$ cat src/rtl/smb_pkg.sv
// Shared types and constants for the serial bank mapper.
// No dependencies; used by every other file of the block but smb_out_if.
`default_nettype none

package smb_pkg;

  localparam int unsigned STAMP_W = 48;

  // register selects (address bits 14:13)
  localparam logic [1:0] SEL_CONTROL = 2'd0;
  localparam logic [1:0] SEL_CHR0    = 2'd1;
  localparam logic [1:0] SEL_CHR1    = 2'd2;
  localparam logic [1:0] SEL_PRG     = 2'd3;

  // PRG modes, control bits 3:2
  localparam logic [1:0] PRG_MODE_FIX_LOW  = 2'd2;
  localparam logic [1:0] PRG_MODE_FIX_HIGH = 2'd3;

  localparam logic [4:0] CTRL_RESET     = 5'h0C;
  localparam logic [4:0] CTRL_PRG_FORCE = 5'h0C;
  localparam logic [2:0] SHIFT_LAST     = 3'd4;
  localparam logic [STAMP_W:0] HOLDOFF  = (STAMP_W+1)'(2);

  // chip revisions
  localparam logic REV_A = 1'b0;
  localparam logic REV_B = 1'b1;

  // work RAM size codes
  localparam logic [1:0] WRAM_NONE = 2'd0;
  localparam logic [1:0] WRAM_8K   = 2'd1;
  localparam logic [1:0] WRAM_16K  = 2'd2;
  localparam logic [1:0] WRAM_32K  = 2'd3;

  // configuration register indexes
  localparam logic CFG_IDX_REVISION  = 1'b0;
  localparam logic CFG_IDX_WRAM_SIZE = 1'b1;

  typedef struct packed {
    logic [4:0] control;
    logic [4:0] chr_low;
    logic [4:0] chr_high;
    logic [4:0] prg;
  } smb_banks_t;

  typedef struct packed {
    logic [3:0] prg_bank_low;
    logic [3:0] prg_bank_high;
    logic [4:0] chr_bank_low;
    logic [4:0] chr_bank_high;
    logic [1:0] mirroring;
    logic       wram_enabled;
    logic [1:0] wram_bank;
  } smb_map_t;

endpackage

`default_nettype wire

$ cat src/rtl/smb_in_if.sv
// Write channel into the mapper: valid/ready plus one CPU write word.
// Depends on smb_pkg for the stamp width.
`default_nettype none

interface smb_in_if;
  logic                        valid;
  logic                        ready;
  logic [1:0]                  register_select;
  logic [7:0]                  write_data;
  logic [smb_pkg::STAMP_W-1:0] cycle_stamp;

  modport source (output valid, register_select, write_data, cycle_stamp, input ready);
  modport sink   (input valid, register_select, write_data, cycle_stamp, output ready);
endinterface

`default_nettype wire

$ cat src/rtl/smb_out_if.sv
// Result channel of the mapper: valid/ready plus the mapping word.
// No dependencies.
`default_nettype none

interface smb_out_if;
  logic       valid;
  logic       ready;
  logic       write_taken;
  logic [3:0] prg_bank_low;
  logic [3:0] prg_bank_high;
  logic [4:0] chr_bank_low;
  logic [4:0] chr_bank_high;
  logic [1:0] mirroring;
  logic       wram_enabled;
  logic [1:0] wram_bank;

  modport source (output valid, write_taken, prg_bank_low, prg_bank_high, chr_bank_low,
                  chr_bank_high, mirroring, wram_enabled, wram_bank, input ready);
  modport sink   (input valid, write_taken, prg_bank_low, prg_bank_high, chr_bank_low,
                  chr_bank_high, mirroring, wram_enabled, wram_bank, output ready);
endinterface

`default_nettype wire

$ cat src/rtl/smb_regs.sv
// Serial load state: shift register, hold-off stamp and the four bank registers.
// Depends on smb_pkg; presents the post-write register values combinationally.
`default_nettype none

module smb_regs (
  input  wire logic                        clk,
  input  wire logic                        rst_n,
  input  wire logic                        step,
  input  wire logic [1:0]                  register_select,
  input  wire logic [7:0]                  write_data,
  input  wire logic [smb_pkg::STAMP_W-1:0] cycle_stamp,
  output logic                             taken,
  output smb_pkg::smb_banks_t              banks_nxt
);

  smb_pkg::smb_banks_t         banks_r;
  logic [4:0]                  shift_buf_r, shift_buf_nxt, shift_fill;
  logic [2:0]                  shift_cnt_r, shift_cnt_nxt;
  logic [smb_pkg::STAMP_W-1:0] last_stamp_r, last_stamp_nxt;

  always_comb begin
    taken = {1'b0, cycle_stamp} >= ({1'b0, last_stamp_r} + smb_pkg::HOLDOFF);
    banks_nxt      = banks_r;
    shift_buf_nxt  = shift_buf_r;
    shift_cnt_nxt  = shift_cnt_r;
    last_stamp_nxt = last_stamp_r;
    shift_fill     = shift_buf_r | (5'(write_data[0]) << shift_cnt_r);
    if (taken) begin
      if (write_data[7]) begin
        banks_nxt.control = banks_r.control | smb_pkg::CTRL_PRG_FORCE;
        shift_buf_nxt  = '0;
        shift_cnt_nxt  = '0;
        last_stamp_nxt = cycle_stamp;
      end else if (shift_cnt_r == smb_pkg::SHIFT_LAST) begin
        case (register_select)
          smb_pkg::SEL_CONTROL: banks_nxt.control  = shift_fill;
          smb_pkg::SEL_CHR0:    banks_nxt.chr_low  = shift_fill;
          smb_pkg::SEL_CHR1:    banks_nxt.chr_high = shift_fill;
          default:              banks_nxt.prg      = shift_fill;
        endcase
        shift_buf_nxt = '0;
        shift_cnt_nxt = '0;
      end else begin
        shift_buf_nxt = shift_fill;
        shift_cnt_nxt = shift_cnt_r + 3'd1;
      end
    end
  end

  always_ff @(posedge clk) begin
    if (!rst_n) begin
      banks_r.control  <= smb_pkg::CTRL_RESET;
      banks_r.chr_low  <= '0;
      banks_r.chr_high <= '0;
      banks_r.prg      <= '0;
      shift_buf_r      <= '0;
      shift_cnt_r      <= '0;
      last_stamp_r     <= '0;
    end else if (step) begin
      banks_r      <= banks_nxt;
      shift_buf_r  <= shift_buf_nxt;
      shift_cnt_r  <= shift_cnt_nxt;
      last_stamp_r <= last_stamp_nxt;
    end
  end

endmodule

`default_nettype wire

$ cat src/rtl/smb_map.sv
// Bank decode: turns the four mapper registers and the board setup into a mapping.
// Depends on smb_pkg; purely combinational.
`default_nettype none

module smb_map (
  input  wire smb_pkg::smb_banks_t banks,
  input  wire logic                chip_revision,
  input  wire logic [1:0]          wram_size_code,
  output smb_pkg::smb_map_t        map
);

  logic [3:0] prg_lo, prg_hi;
  logic       prg_passthru;

  always_comb begin
    case (banks.control[3:2])
      smb_pkg::PRG_MODE_FIX_HIGH: begin
        prg_lo = banks.prg[3:0];
        prg_hi = banks.prg[3:0] | 4'hF;
      end
      smb_pkg::PRG_MODE_FIX_LOW: begin
        prg_lo = '0;
        prg_hi = banks.prg[3:0];
      end
      default: begin
        prg_lo = {banks.prg[3:1], 1'b0};
        prg_hi = {banks.prg[3:1], 1'b1};
      end
    endcase
    // rev A: PRG bit 4 lets bit 3 through unchanged
    prg_passthru = banks.prg[4] && (chip_revision == smb_pkg::REV_A);
    map.prg_bank_low  = prg_passthru ? {banks.prg[3], prg_lo[2:0]} : prg_lo;
    map.prg_bank_high = prg_passthru ? {banks.prg[3], prg_hi[2:0]} : prg_hi;

    if (banks.control[4]) begin
      map.chr_bank_low  = banks.chr_low;
      map.chr_bank_high = banks.chr_high;
    end else begin
      map.chr_bank_low  = {banks.chr_low[4:1], 1'b0};
      map.chr_bank_high = {banks.chr_low[4:1], 1'b1};
    end

    map.mirroring = banks.control[1:0];

    map.wram_enabled = (wram_size_code != smb_pkg::WRAM_NONE) &&
                       !(banks.prg[4] && (chip_revision == smb_pkg::REV_B));
    case (wram_size_code)
      smb_pkg::WRAM_32K: map.wram_bank = banks.chr_low[3:2];
      smb_pkg::WRAM_16K: map.wram_bank = {1'b0, banks.chr_low[3]};
      default:           map.wram_bank = 2'd0;
    endcase
  end

endmodule

`default_nettype wire

$ cat src/rtl/serial_bank_mapper_top.sv
// Top level of the serial bank mapper: input register, state update, result register.
// Depends on smb_pkg, smb_in_if, smb_out_if, smb_regs and smb_map.
`default_nettype none

// Serially loaded cartridge bank mapper (revisions A and B). Each word on in_word
// is one CPU write to the mapper range with its cycle stamp; each produces exactly
// one out_word holding write_taken and the full mapping after the write. One word
// per clock is sustained while out_word.ready stays high: a word waits in the input
// register, and the state update plus bank decode run between that register and the
// result register; out_word.valid rises as the word moves into the result register.
// The result register lets a new word enter while a result waits. Board setup
// (cfg_index 0 chip revision, 1 work RAM size) is written on cfg_we and must only
// change while no word is in flight.
module serial_bank_mapper_top (
  input  wire logic       clk,
  input  wire logic       rst_n,
  smb_in_if.sink          in_word,
  smb_out_if.source       out_word,
  input  wire logic       cfg_we,
  input  wire logic       cfg_index,
  input  wire logic [1:0] cfg_data
);

  logic                        in_valid_r;
  logic [1:0]                  in_sel_r;
  logic [7:0]                  in_data_r;
  logic [smb_pkg::STAMP_W-1:0] in_stamp_r;

  logic                        out_valid_r;
  logic                        out_taken_r;
  smb_pkg::smb_map_t           out_map_r;

  logic                        chip_revision_r;
  logic [1:0]                  wram_size_r;

  logic                        advance;
  logic                        taken;
  smb_pkg::smb_banks_t         banks_nxt;
  smb_pkg::smb_map_t           map_nxt;

  assign advance       = in_valid_r && (!out_valid_r || out_word.ready);
  assign in_word.ready = !in_valid_r || advance;

  smb_regs u_regs (
    .clk             (clk),
    .rst_n           (rst_n),
    .step            (advance),
    .register_select (in_sel_r),
    .write_data      (in_data_r),
    .cycle_stamp     (in_stamp_r),
    .taken           (taken),
    .banks_nxt       (banks_nxt)
  );

  smb_map u_map (
    .banks          (banks_nxt),
    .chip_revision  (chip_revision_r),
    .wram_size_code (wram_size_r),
    .map            (map_nxt)
  );

  always_ff @(posedge clk) begin
    if (!rst_n) begin
      chip_revision_r <= smb_pkg::REV_B;
      wram_size_r     <= smb_pkg::WRAM_8K;
    end else if (cfg_we) begin
      case (cfg_index)
        smb_pkg::CFG_IDX_REVISION:  chip_revision_r <= cfg_data[0];
        smb_pkg::CFG_IDX_WRAM_SIZE: wram_size_r     <= cfg_data;
        default: ;
      endcase
    end
  end

  always_ff @(posedge clk) begin
    if (!rst_n) begin
      in_valid_r <= 1'b0;
    end else if (in_word.ready) begin
      in_valid_r <= in_word.valid;
    end
    if (in_word.valid && in_word.ready) begin
      in_sel_r   <= in_word.register_select;
      in_data_r  <= in_word.write_data;
      in_stamp_r <= in_word.cycle_stamp;
    end
  end

  always_ff @(posedge clk) begin
    if (!rst_n) begin
      out_valid_r <= 1'b0;
    end else if (advance) begin
      out_valid_r <= 1'b1;
    end else if (out_word.ready) begin
      out_valid_r <= 1'b0;
    end
    if (advance) begin
      out_taken_r <= taken;
      out_map_r   <= map_nxt;
    end
  end

  assign out_word.valid         = out_valid_r;
  assign out_word.write_taken   = out_taken_r;
  assign out_word.prg_bank_low  = out_map_r.prg_bank_low;
  assign out_word.prg_bank_high = out_map_r.prg_bank_high;
  assign out_word.chr_bank_low  = out_map_r.chr_bank_low;
  assign out_word.chr_bank_high = out_map_r.chr_bank_high;
  assign out_word.mirroring     = out_map_r.mirroring;
  assign out_word.wram_enabled  = out_map_r.wram_enabled;
  assign out_word.wram_bank     = out_map_r.wram_bank;

endmodule

`default_nettype wire

$ cat src/flat_wrapper.sv
// flat-port wrapper written by rule: the top's interface ports become plain ports
module serial_bank_mapper_top_flat 
  (clk, rst_n, cfg_we, cfg_index, cfg_data, in_word_valid, in_word_register_select, in_word_write_data, in_word_cycle_stamp, in_word_ready, out_word_valid, out_word_write_taken, out_word_prg_bank_low, out_word_prg_bank_high, out_word_chr_bank_low, out_word_chr_bank_high, out_word_mirroring, out_word_wram_enabled, out_word_wram_bank, out_word_ready);
  smb_in_if in_word_i ();
  smb_out_if out_word_i ();
  input  wire logic clk;
  input  wire logic rst_n;
  input  wire logic cfg_we;
  input  wire logic cfg_index;
  input  wire logic [1:0] cfg_data;
  input wire logic [$bits(in_word_i.valid)-1:0] in_word_valid;
  input wire logic [$bits(in_word_i.register_select)-1:0] in_word_register_select;
  input wire logic [$bits(in_word_i.write_data)-1:0] in_word_write_data;
  input wire logic [$bits(in_word_i.cycle_stamp)-1:0] in_word_cycle_stamp;
  output wire logic [$bits(in_word_i.ready)-1:0] in_word_ready;
  output wire logic [$bits(out_word_i.valid)-1:0] out_word_valid;
  output wire logic [$bits(out_word_i.write_taken)-1:0] out_word_write_taken;
  output wire logic [$bits(out_word_i.prg_bank_low)-1:0] out_word_prg_bank_low;
  output wire logic [$bits(out_word_i.prg_bank_high)-1:0] out_word_prg_bank_high;
  output wire logic [$bits(out_word_i.chr_bank_low)-1:0] out_word_chr_bank_low;
  output wire logic [$bits(out_word_i.chr_bank_high)-1:0] out_word_chr_bank_high;
  output wire logic [$bits(out_word_i.mirroring)-1:0] out_word_mirroring;
  output wire logic [$bits(out_word_i.wram_enabled)-1:0] out_word_wram_enabled;
  output wire logic [$bits(out_word_i.wram_bank)-1:0] out_word_wram_bank;
  input wire logic [$bits(out_word_i.ready)-1:0] out_word_ready;
  assign in_word_i.valid = in_word_valid;
  assign in_word_i.register_select = in_word_register_select;
  assign in_word_i.write_data = in_word_write_data;
  assign in_word_i.cycle_stamp = in_word_cycle_stamp;
  assign in_word_ready = in_word_i.ready;
  assign out_word_valid = out_word_i.valid;
  assign out_word_write_taken = out_word_i.write_taken;
  assign out_word_prg_bank_low = out_word_i.prg_bank_low;
  assign out_word_prg_bank_high = out_word_i.prg_bank_high;
  assign out_word_chr_bank_low = out_word_i.chr_bank_low;
  assign out_word_chr_bank_high = out_word_i.chr_bank_high;
  assign out_word_mirroring = out_word_i.mirroring;
  assign out_word_wram_enabled = out_word_i.wram_enabled;
  assign out_word_wram_bank = out_word_i.wram_bank;
  assign out_word_i.ready = out_word_ready;
  serial_bank_mapper_top u_core (.clk(clk), .rst_n(rst_n), .in_word(in_word_i), .out_word(out_word_i), .cfg_we(cfg_we), .cfg_index(cfg_index), .cfg_data(cfg_data));
endmodule
$ cat config.mk
export PLATFORM = sky130hd
export DESIGN_NAME = serial_bank_mapper_top_flat
export DESIGN_NICKNAME = d
export VERILOG_FILES = /design/src/rtl/smb_pkg.sv /design/src/rtl/smb_in_if.sv /design/src/rtl/smb_out_if.sv /design/src/rtl/smb_regs.sv /design/src/rtl/smb_map.sv /design/src/rtl/serial_bank_mapper_top.sv /design/src/flat_wrapper.sv
export SDC_FILE = /design/constraint.sdc
export NUM_CORES = 1
export LEC_CHECK = 0
export ABC_CLOCK_PERIOD_IN_PS = 6500
export BUFFER_PORTS_ARGS = -buffer_cell sky130_fd_sc_hd__clkbuf_2
export CAP_MARGIN = 20
export CORE_MARGIN = 3
export CORE_UTILIZATION = 59
export DETAILED_ROUTE_END_ITERATION = 12
export PLACE_DENSITY = 0.89
export SLEW_MARGIN = 20
export SYNTH_ARGS = -nofsm -noshare
export SYNTH_HDL_FRONTEND = slang
export SYNTH_HIERARCHICAL = 1
export SYNTH_SLANG_ARGS = --single-unit
$ cat constraint.sdc
create_clock -name clk -period 6.5 [get_ports clk]
set_input_delay 1.3 -clock clk [delete_from_list [all_inputs] [get_ports clk]]
set_output_delay 1.3 -clock clk [all_outputs]
set_load 0.1 [all_outputs]
==> results of run 1 <==
[layout by cell type (no fill, tap or decap), types with 27 or more instances in the layout]
master    instances
nor2_1           27
clkbuf_2         84
edfxtp_1         76
xor2_1           27
mux2i_1          52
dfxtp_1          81
ha_1             51
nand3_1          29
nand2_1         150
[worst min-delay path by stage]
stage,start,end,slack (ns)
3_5_place_dp,u_core/u_regs/last_stamp_r[0],u_core/u_regs/last_stamp_r[0],0.46
2_1_floorplan,u_core/u_regs/last_stamp_r[0],u_core/u_regs/last_stamp_r[0],0.44
4_1_cts,u_core/u_regs/last_stamp_r[0],u_core/u_regs/last_stamp_r[0],0.47
5_1_grt,u_core/u_regs/last_stamp_r[0],u_core/u_regs/last_stamp_r[0],0.51
3_3_place_gp,u_core/u_regs/last_stamp_r[0],u_core/u_regs/last_stamp_r[0],0.45
6_report,u_core/u_regs/last_stamp_r[0],u_core/u_regs/last_stamp_r[0],0.48
[routing by layer]
layer,routed length (um),vias to the layer above
li1,-,2960
met1,7050,2868
met2,8330,196
met3,971,31
met4,347,0
met5,0,-
[through the flow]
step           instances  util, %  worst slack (ns)  total power, mW
2_1_floorplan        768        -              1.87             1.26
3_3_place_gp        1004     65.0              1.09             1.31
3_5_place_dp        1004     65.0             0.958             1.32
4_1_cts             1036     69.4             0.939             2.30
5_1_grt             1036     69.4             0.477             2.36
6_report            1036     69.4             0.820             2.29
[flip-flops by register name, summed over array words and instances, names as in the netlist]
signal                         cells
u_core/chip_revision_r             1
u_core/in_data_r                   2
u_core/in_sel_r                    2
u_core/in_stamp_r                 48
u_core/in_valid_r                  1
u_core/out_word.chr_bank_high      5
u_core/out_word.chr_bank_low       5
u_core/out_word.mirroring          2
u_core/out_word.prg_bank_high      4
u_core/out_word.prg_bank_low       4
u_core/out_word.valid              1
u_core/out_word.wram_bank          2
u_core/out_word.wram_enabled       1
u_core/out_word.write_taken        1
u_core/u_regs/banks_r             20
u_core/u_regs/last_stamp_r        48
u_core/u_regs/shift_buf_r          5
u_core/u_regs/shift_cnt_r          3
u_core/wram_size_r                 2
[layout make-up]
class,count,share of cell area [%]
flip-flops and latches,157,42.1
clock buffers,21,4.86
inverters,12,0.486
repair buffers,92,5.32
clock inverters,11,1.45
multi-input cells,567,43.4
well taps,176,2.38
[critical path, cell delays in order, from the launching register on]
cell	delay (ns)
dfxtp_1	0.43
and4_1	0.28
and4_1	0.39
nand2_1	0.20
nor2_1	0.34
nand3_1	0.31
nor3_1	0.26
xnor2_1	0.10
ha_1	0.32
nand4_1	0.12
nor4_1	0.67
nand4_1	0.17
o211ai_1	0.18
a211oi_1	0.08
buf_4	0.19
nor3_1	0.70
mux2_2	0.41
mux2_2	0.27
[report_power, final]
part | internal [mW] | switching (mW)
clock network | 0.581 | 0.404
registers | 1.08 | 0.0313
logic | 0.0716 | 0.127
total | 1.73 | 0.563
==> reports/summary.txt, run 1 <==
RSZ-0062 raised after global routing: false
Final #Nets: 964
Crit path capture: u_core/out_word.chr_bank_high[3]
Worst rel slew slack: 35.1%
Post-synthesis cell area: 0.00813 mm^2
Setup TNS: 0 ns
Hold depth: 2
Setup Buffers After CTS: 0
Min Hold Slack: 0.482 ns
Die width: 123 um
Vias in the first global route: 5962
Setup Viol. Count Final: 0
TritonCTS Buffers: 17
Post-detail-place hpwl: 11500 um
# DRC: 0
Inserted Diodes: 0
R2R setup slack: 0.82 ns
Largest net degree at the start of global routing: 83
M3 GR Usage: 4.85%
RePlAce Congestion: 0.890
Routed WL: 16700 um
Busiest grt layer: met2
Power Dens Cells: 247 mW/mm^2
Fin. Hold Viols: 0
RR Endpoint: u_core/out_word.chr_bank_high[3]
Syn Inst Count: 768
CTS Buffer Depth: 2
Worst-case reg-to-reg path depth: 17
Starting DRT DRC Count: 497
R2R Path Start: u_core/u_regs/last_stamp_r[9]
Area of the multi-input gates: 0.00402 mm^2
Die ar.: 0.0152 mm^2
GR Layer Usage met2: 38.7%
Crit path required time: 6.68 ns
Fin crit share: 87.4%
CTS HTree Levels: 4
Pleak: 3.54 nW
Root buffer cell: clkbuf_16
Via count: 6055
Row count: 42
DRT Pass-1 Iters: 5
Total GRT Usage: 23.3%
Post-DP Area: 0.00868 mm^2
CP Launch Type: register
CTS tree: built
Critical path type: register to register
Initial Util: 60.9%
Post-DR vias/cell: 5.84
Fin crit period: 5.68 ns
Avg WL per Cell: 16.1 um
Core footprint: 0.0133 mm^2
Routed Antenna Nets: 0
Hold buffers post-CTS: 0
Worst Skew: 0.0166 ns
First-pass GRT wire length: 27900 um
Worst VDD drop: 0.000218 V
HP Class: register to register
Final instance area: 0.00926 mm^2
Post-cts sizing count: 0
Synth Net Count: 885
Clock Pin Slew Worst Setup and Hold Paths: 0.07 ns
Final Max Slew Viols: 0
Synth warnings: 6
Worst-Skew Late Latency: 0.43 ns
FF+latch area: 0.00390 mm^2
Die Ht: 123 um
Status: complete, no violations
Avg Cell Area, Syn: 10.6 um^2
Crit path DAT: 5.86 ns
Crit Path Max Fanout: 13
CP endpoint kind: register
Slew @ Worst Pin: 0.971 ns
Fmax: 176 MHz
Ports: 92
Number of port buffers: 85
Number of fillers in the final layout: 960
CTS sink count: 157
Crit. Startpoint: u_core/u_regs/last_stamp_r[9]
Layout cell share with drive strength beyond 1: 21.2%
Initial antenna violation count: 0
Met1 usage: 29.4%
Layout area overhead: 14.0%
Gr ovfl total: 0
Maxcap violations: 0
Note: power is estimated with default switching activity, not from simulation.
==> inputs of run 2 (changes only) <==
Settings changed: CORE_UTILIZATION 59 to 61, CTS_BUF_LIST set to sky130_fd_sc_hd__clkbuf_4 sky130_fd_sc_hd__clkbuf_8, PLACE_DENSITY 0.89 to 0.92.
==> run 2 against run 1 <==
Net effect:
- clock skew down 0.0016 ns
- routed wire length increased by 1.0%
- via count shrank 0.13%
- non-clock buffer count down 1
- clock-buffer cell count down 4
- sequential share of layout area rose by 1.0 points
- utilization rose by 1.1 points
- sequential cell count stayed put
- combinational power is essentially flat
- setup slack got worse by 0.035 ns
- critical path type unchanged
- largest cell class unchanged
- largest power group unchanged
==> reports/summary.txt, run 2 (synthesis results as in run 1) <==
CTS tree: built
CTS HTree Levels: 4
Worst VDD drop: 0.000286 V
Commonest cells after routing, fill and taps aside: nand2_1 (150), clkbuf_2 (84), dfxtp_1 (81), edfxtp_1 (76), mux2i_1 (52)
Post-DR vias/cell: 5.87
Initial antenna violation count: 0
CTS sink count: 157
Final Max Slew Viols: 0
Crit Path Max Fanout: 13
Routed WL: 16900 um
Crit path required time: 6.73 ns
Worst Skew: 0.0150 ns
Pleak: 3.45 nW
Vias in the first global route: 5959
CP max stage delay: 0.73 ns
Row count: 41
Number of port buffers: 85
Via count: 6047
Met1 usage: 29.9%
Inserted Diodes: 0
Status: complete, no violations
Total GRT Usage: 24.2%
Cell at the slowest stage of the critical path: nor3_1
CP Cell Sequence: and4_1 -> and4_1 -> nand2_1 -> nor2_1 -> nand3_1 -> nor3_1 -> xnor2_1 -> ha_1 -> nand4_1 -> nor4_1 -> nand4_1 -> o211ai_1 -> a211oi_1 -> buf_4 -> nor3_1 -> mux2_2 -> nor2b_1 -> o21a_1
R2R setup slack: 0.78 ns
# DRC: 0
CP endpoint kind: register
Final #Nets: 963
HP Class: register to register
RePlAce Congestion: 0.886
Fin. Hold Viols: 0
Initial Util: 63.4%
Setup Buffers After CTS: 0
Maxcap violations: 0
RSZ-0062 raised after global routing: false
Worst rel slew slack: 35.8%
DRT Pass-1 Iters: 6
Fin crit period: 5.72 ns
Fin crit share: 87.9%
Routed Antenna Nets: 0
Fmax: 175 MHz
Gr ovfl total: 0
TritonCTS Buffers: 17
Slew @ Worst Pin: 0.950 ns
Avg WL per Cell: 16.4 um
First-pass GRT wire length: 28100 um
Core footprint: 0.0128 mm^2
Setup Viol. Count Final: 0
Post-detail-place hpwl: 11700 um
Starting DRT DRC Count: 538
Most common cell after layout, fill and taps aside: nand2_1
Root buffer cell: clkbuf_8
Power Dens Cells: 223 mW/mm^2
Min Hold Slack: 0.487 ns
Critical path type: register to register
GR Layer Usage met2: 40.5%
Post-cts sizing count: 0
CTS Buffer Depth: 2
Worst-Skew Late Latency: 0.47 ns
Hold buffers post-CTS: 0
CP Launch Type: register
Layout cell share with drive strength beyond 1: 21.4%
Setup TNS: 0 ns
Layout area overhead: 11.2%
Die ar.: 0.0147 mm^2
Number of fillers in the final layout: 935
Largest registers: u_core/in_stamp_r (48), u_core/u_regs/last_stamp_r (48), u_core/u_regs/banks_r (20)
Die width: 121 um
Ports: 92
Die Ht: 121 um
Largest net degree at the start of global routing: 70
Busiest grt layer: met2
M3 GR Usage: 6.01%
Clock Pin Slew Worst Setup and Hold Paths: 0.09 ns
Crit path DAT: 5.95 ns
run 2: worst max-delay path, delay by kind of cell, from the launching register on:
kind | cells | cell delay (ns)
AOI/OAI and AO/OA | 3 | 0.42
xor gates and xnor gates | 1 | 0.11
adders and majority gates | 1 | 0.31
buffers and inverters | 1 | 0.19
DFF | 1 | 0.43
muxes | 1 | 0.43
and+or+nand+nor | 11 | 3.59
run 2: area by class of cell:
type / instances / area, um^2 / share of cell area (%)
multi-input combinational: 567 / 4020 / 44.4
sequential: 157 / 3900 / 43.2
timing repair buffer: 91 / 473 / 5.23
clock buffer: 17 / 234 / 2.59
tap: 172 / 215 / 2.38
clock inverter: 15 / 150 / 1.66
inverter: 12 / 45.0 / 0.498
run 2: where the power goes:
group          internal, mW  leakage (nW)  total [mW]  switching [mW]
Clock                 0.315         0.190       0.713           0.398
Combinational        0.0712          1.88       0.198           0.127
Sequential             1.07          1.38        1.11          0.0313
run 2: worst paths after layout:
path	from	cells after the start	endpoint
worst min register to register	u_core/wram_size_r[1]	2	u_core/wram_size_r[1]
worst min-delay path	u_core/wram_size_r[1]	2	u_core/wram_size_r[1]
worst max-delay path	u_core/u_regs/last_stamp_r[9]	18	u_core/out_word.prg_bank_low[3]
worst max register to register	u_core/u_regs/last_stamp_r[9]	18	u_core/out_word.prg_bank_low[3]
run 2: layer usage:
| layer | wire [um] | share of wire, % | vias up |
|---|---|---|---|
| li1 | - | - | 2953 |
| met2 | 8560 | 51 | 189 |
| met1 | 6940 | 41 | 2864 |
| met4 | 375 | 2.2 | 0 |
| met5 | 0 | 0 | - |
| met3 | 991 | 5.9 | 41 |
run 2: metrics by stage:
stage / instance area (um^2) / utilization [%] / worst slack, ns / std cells / power, mW
6_report: 9040 / 70.5 / 0.784 / 1031 / 2.02
5_1_grt: 9040 / 70.5 / 0.480 / 1031 / 2.10
4_1_cts: 9040 / 70.5 / 0.901 / 1031 / 2.03
3_5_place_dp: 8650 / 67.5 / 0.976 / 999 / 1.32
3_3_place_gp: 8650 / 67.5 / 1.10 / 999 / 1.31
2_1_floorplan: 8130 / - / 1.87 / 768 / 1.26
==> inputs of run 3 (changes only) <==
Settings changed: ABC_AREA set to 1, CORE_UTILIZATION 61 to 62.
==> run 3 against run 2 <==
Net effect:
- total power grew 15%
- design area grew 15%
- critical path type unchanged
- sequential share of layout area shrank 5.7 points
- clock skew is essentially flat
- largest cell class unchanged
- die area grew 15%
==> reports/summary.txt, run 3 <==
Die ar.: 0.0170 mm^2
Initial Util: 64.7%
Status: complete, no violations
Crit path required time: 6.90 ns
Fin crit period: 5.91 ns
CTS HTree Levels: 4
R2R setup slack: 0.59 ns
Slew @ Worst Pin: 1.07 ns
DR top layer: met4
Worst-Skew Late Latency: 0.47 ns
PnR Total Power: 2.33 mW
Fin crit share: 91.0%
R2R Path Start: u_core/u_regs/last_stamp_r[1]
Root buffer cell: clkbuf_8
Hold worst-path end: u_core/u_regs/shift_buf_r[0]
Die Ht: 130 um
Worst VDD drop: 0.000155 V
Post-cts sizing count: 0
Total GRT Usage: 27.0%
Post-synthesis cell area: 0.00959 mm^2
Core footprint: 0.0148 mm^2
Final std cells w/o fill: 1567
Fmax: 169 MHz
Min Hold Slack: 0.467 ns
Critical path type: register to register
Maxcap violations: 0
Routed Antenna Nets: 0
Inserted Diodes: 0
Row count: 44
Worst Skew: 0.0147 ns
Crit Path Max Fanout: 48
Routed WL: 22500 um
First-pass GRT wire length: 37000 um
Crit path DAT: 6.31 ns
Final Max Slew Viols: 0
Cell at the slowest stage of the critical path: nand3_2
DRT Pass-1 Iters: 6
Synth Net Count: 1433
Gr ovfl total: 0
Fin. Hold Viols: 0
RePlAce Congestion: 0.940
Power Dens Cells: 224 mW/mm^2
Hold depth: 2
Final #Nets: 1487
DRT met1 WL: 9100 um
Layout cell share with drive strength beyond 1: 10.6%
Post-DR vias/cell: 5.53
Setup Viol. Count Final: 0
CP endpoint kind: register
Initial antenna violation count: 0
CTS tree: built
Number of port buffers: 85
Synth warnings: 6
HP Class: register to register
Vias in the first global route: 8216
Largest registers: u_core/in_stamp_r (48), u_core/u_regs/last_stamp_r (48), u_core/u_regs/banks_r (20)
Ports: 92
TritonCTS Buffers: 17
Via count: 8672
Setup Buffers After CTS: 0
CTS sink count: 157
Syn Inst Count: 1316
Layout area overhead: 8.69%
Starting DRT DRC Count: 905
Avg Cell Area, Syn: 7.28 um^2
CP max stage delay: 0.88 ns
Met3 WL post-DR: 1690 um
Met2 wire length: 10900 um
Avg WL per Cell: 14.3 um
Worst rel slew slack: 28.8%
Setup TNS: 0 ns
RSZ-0062 raised after global routing: false
Die width: 130 um
Most common cell after layout, fill and taps aside: nand2_1
Pleak: 4.73 nW
Hold buffers post-CTS: 0
CP Cell Sequence: ha_1 -> nand3_1 -> nor2_2 -> nand2_1 -> nor2_1 -> nand2_1 -> nor4_1 -> nand3_1 -> xor2_1 -> inv_1 -> ha_1 -> nand2_1 -> nor2_1 -> nand4_1 -> inv_1 -> nand3_1 -> nor2_1 -> nand2_4 -> nand2_4 -> nand3_2 -> nand2_1 -> inv_1 -> nor2_1
CTS Buffer Depth: 2
CP Launch Type: register
Post-detail-place hpwl: 15000 um
Post-placement cell count: 1535
Hold_sp: u_core/u_regs/shift_buf_r[0]
Clock Pin Slew Worst Setup and Hold Paths: 0.08 ns
RR Endpoint: u_core/u_regs/last_stamp_r[19]
Commonest cells after routing, fill and taps aside: nand2_1 (345), inv_1 (222), nor2_1 (105), clkbuf_2 (85), dfxtp_1 (81)
# DRC: 0
Worst-case reg-to-reg path depth: 23
Largest net degree at the start of global routing: 80
run 3: worst max-delay path by stage:
stage,from,end
floorplan,out_word_ready,u_core/u_regs/last_stamp_r[40]
global placement,u_core/u_regs/last_stamp_r[1],u_core/u_regs/last_stamp_r[32]
detailed placement,u_core/u_regs/last_stamp_r[1],u_core/u_regs/last_stamp_r[42]
CTS,u_core/u_regs/last_stamp_r[1],u_core/u_regs/last_stamp_r[19]
global route,u_core/u_regs/last_stamp_r[1],u_core/u_regs/last_stamp_r[42]
finish,u_core/u_regs/last_stamp_r[1],u_core/u_regs/last_stamp_r[19]
run 3: per-layer routing:
metal	track usage (%)	vias to the layer above
li1	-	4294
met1	33.3	3913
met2	44.6	387
met3	6.67	78
met4	12.6	0
met5	0	-
run 3: worst max-delay path: cells and delay by family, from the launching register on:
kind / cells / cell delay (ns)
xor+xnor: 1 / 0.18
fa+ha+maj: 2 / 0.47
buf+inv: 3 / 0.22
flops: 1 / 0.40
simple gates: 17 / 4.49
run 3: final cells by class:
cell class                      instances  area (um^2)
Fill cell                            1117         4390
Inverter                              251          943
Timing Repair Buffer                   89          455
Tap cell                              184          230
Clock buffer                           18          241
Sequential cell                       157         3900
Multi-Input combinational cell        854         4480
Clock inverter                         14          166
run 3: per-stage QoR:
step | util [%] | instance area (um^2) | worst slack [ns]
after floorplan | - | 9590 | 2.68
after global placement | 67.6 | 10000 | 1.02
after detailed placement | 67.6 | 10000 | 0.877
after CTS | 70.3 | 10400 | 0.729
after global routing | 70.4 | 10400 | 0.186
final | 70.4 | 10400 | 0.585
run 3: report_power, final:
group / leakage (nW) / switching (mW) / internal [mW] / total, mW
Clock: 0.202 / 0.375 / 0.384 / 0.760
Sequential: 1.40 / 0.0382 / 1.10 / 1.14
Combinational: 3.13 / 0.307 / 0.122 / 0.430
Total: 4.73 / 0.721 / 1.61 / 2.33
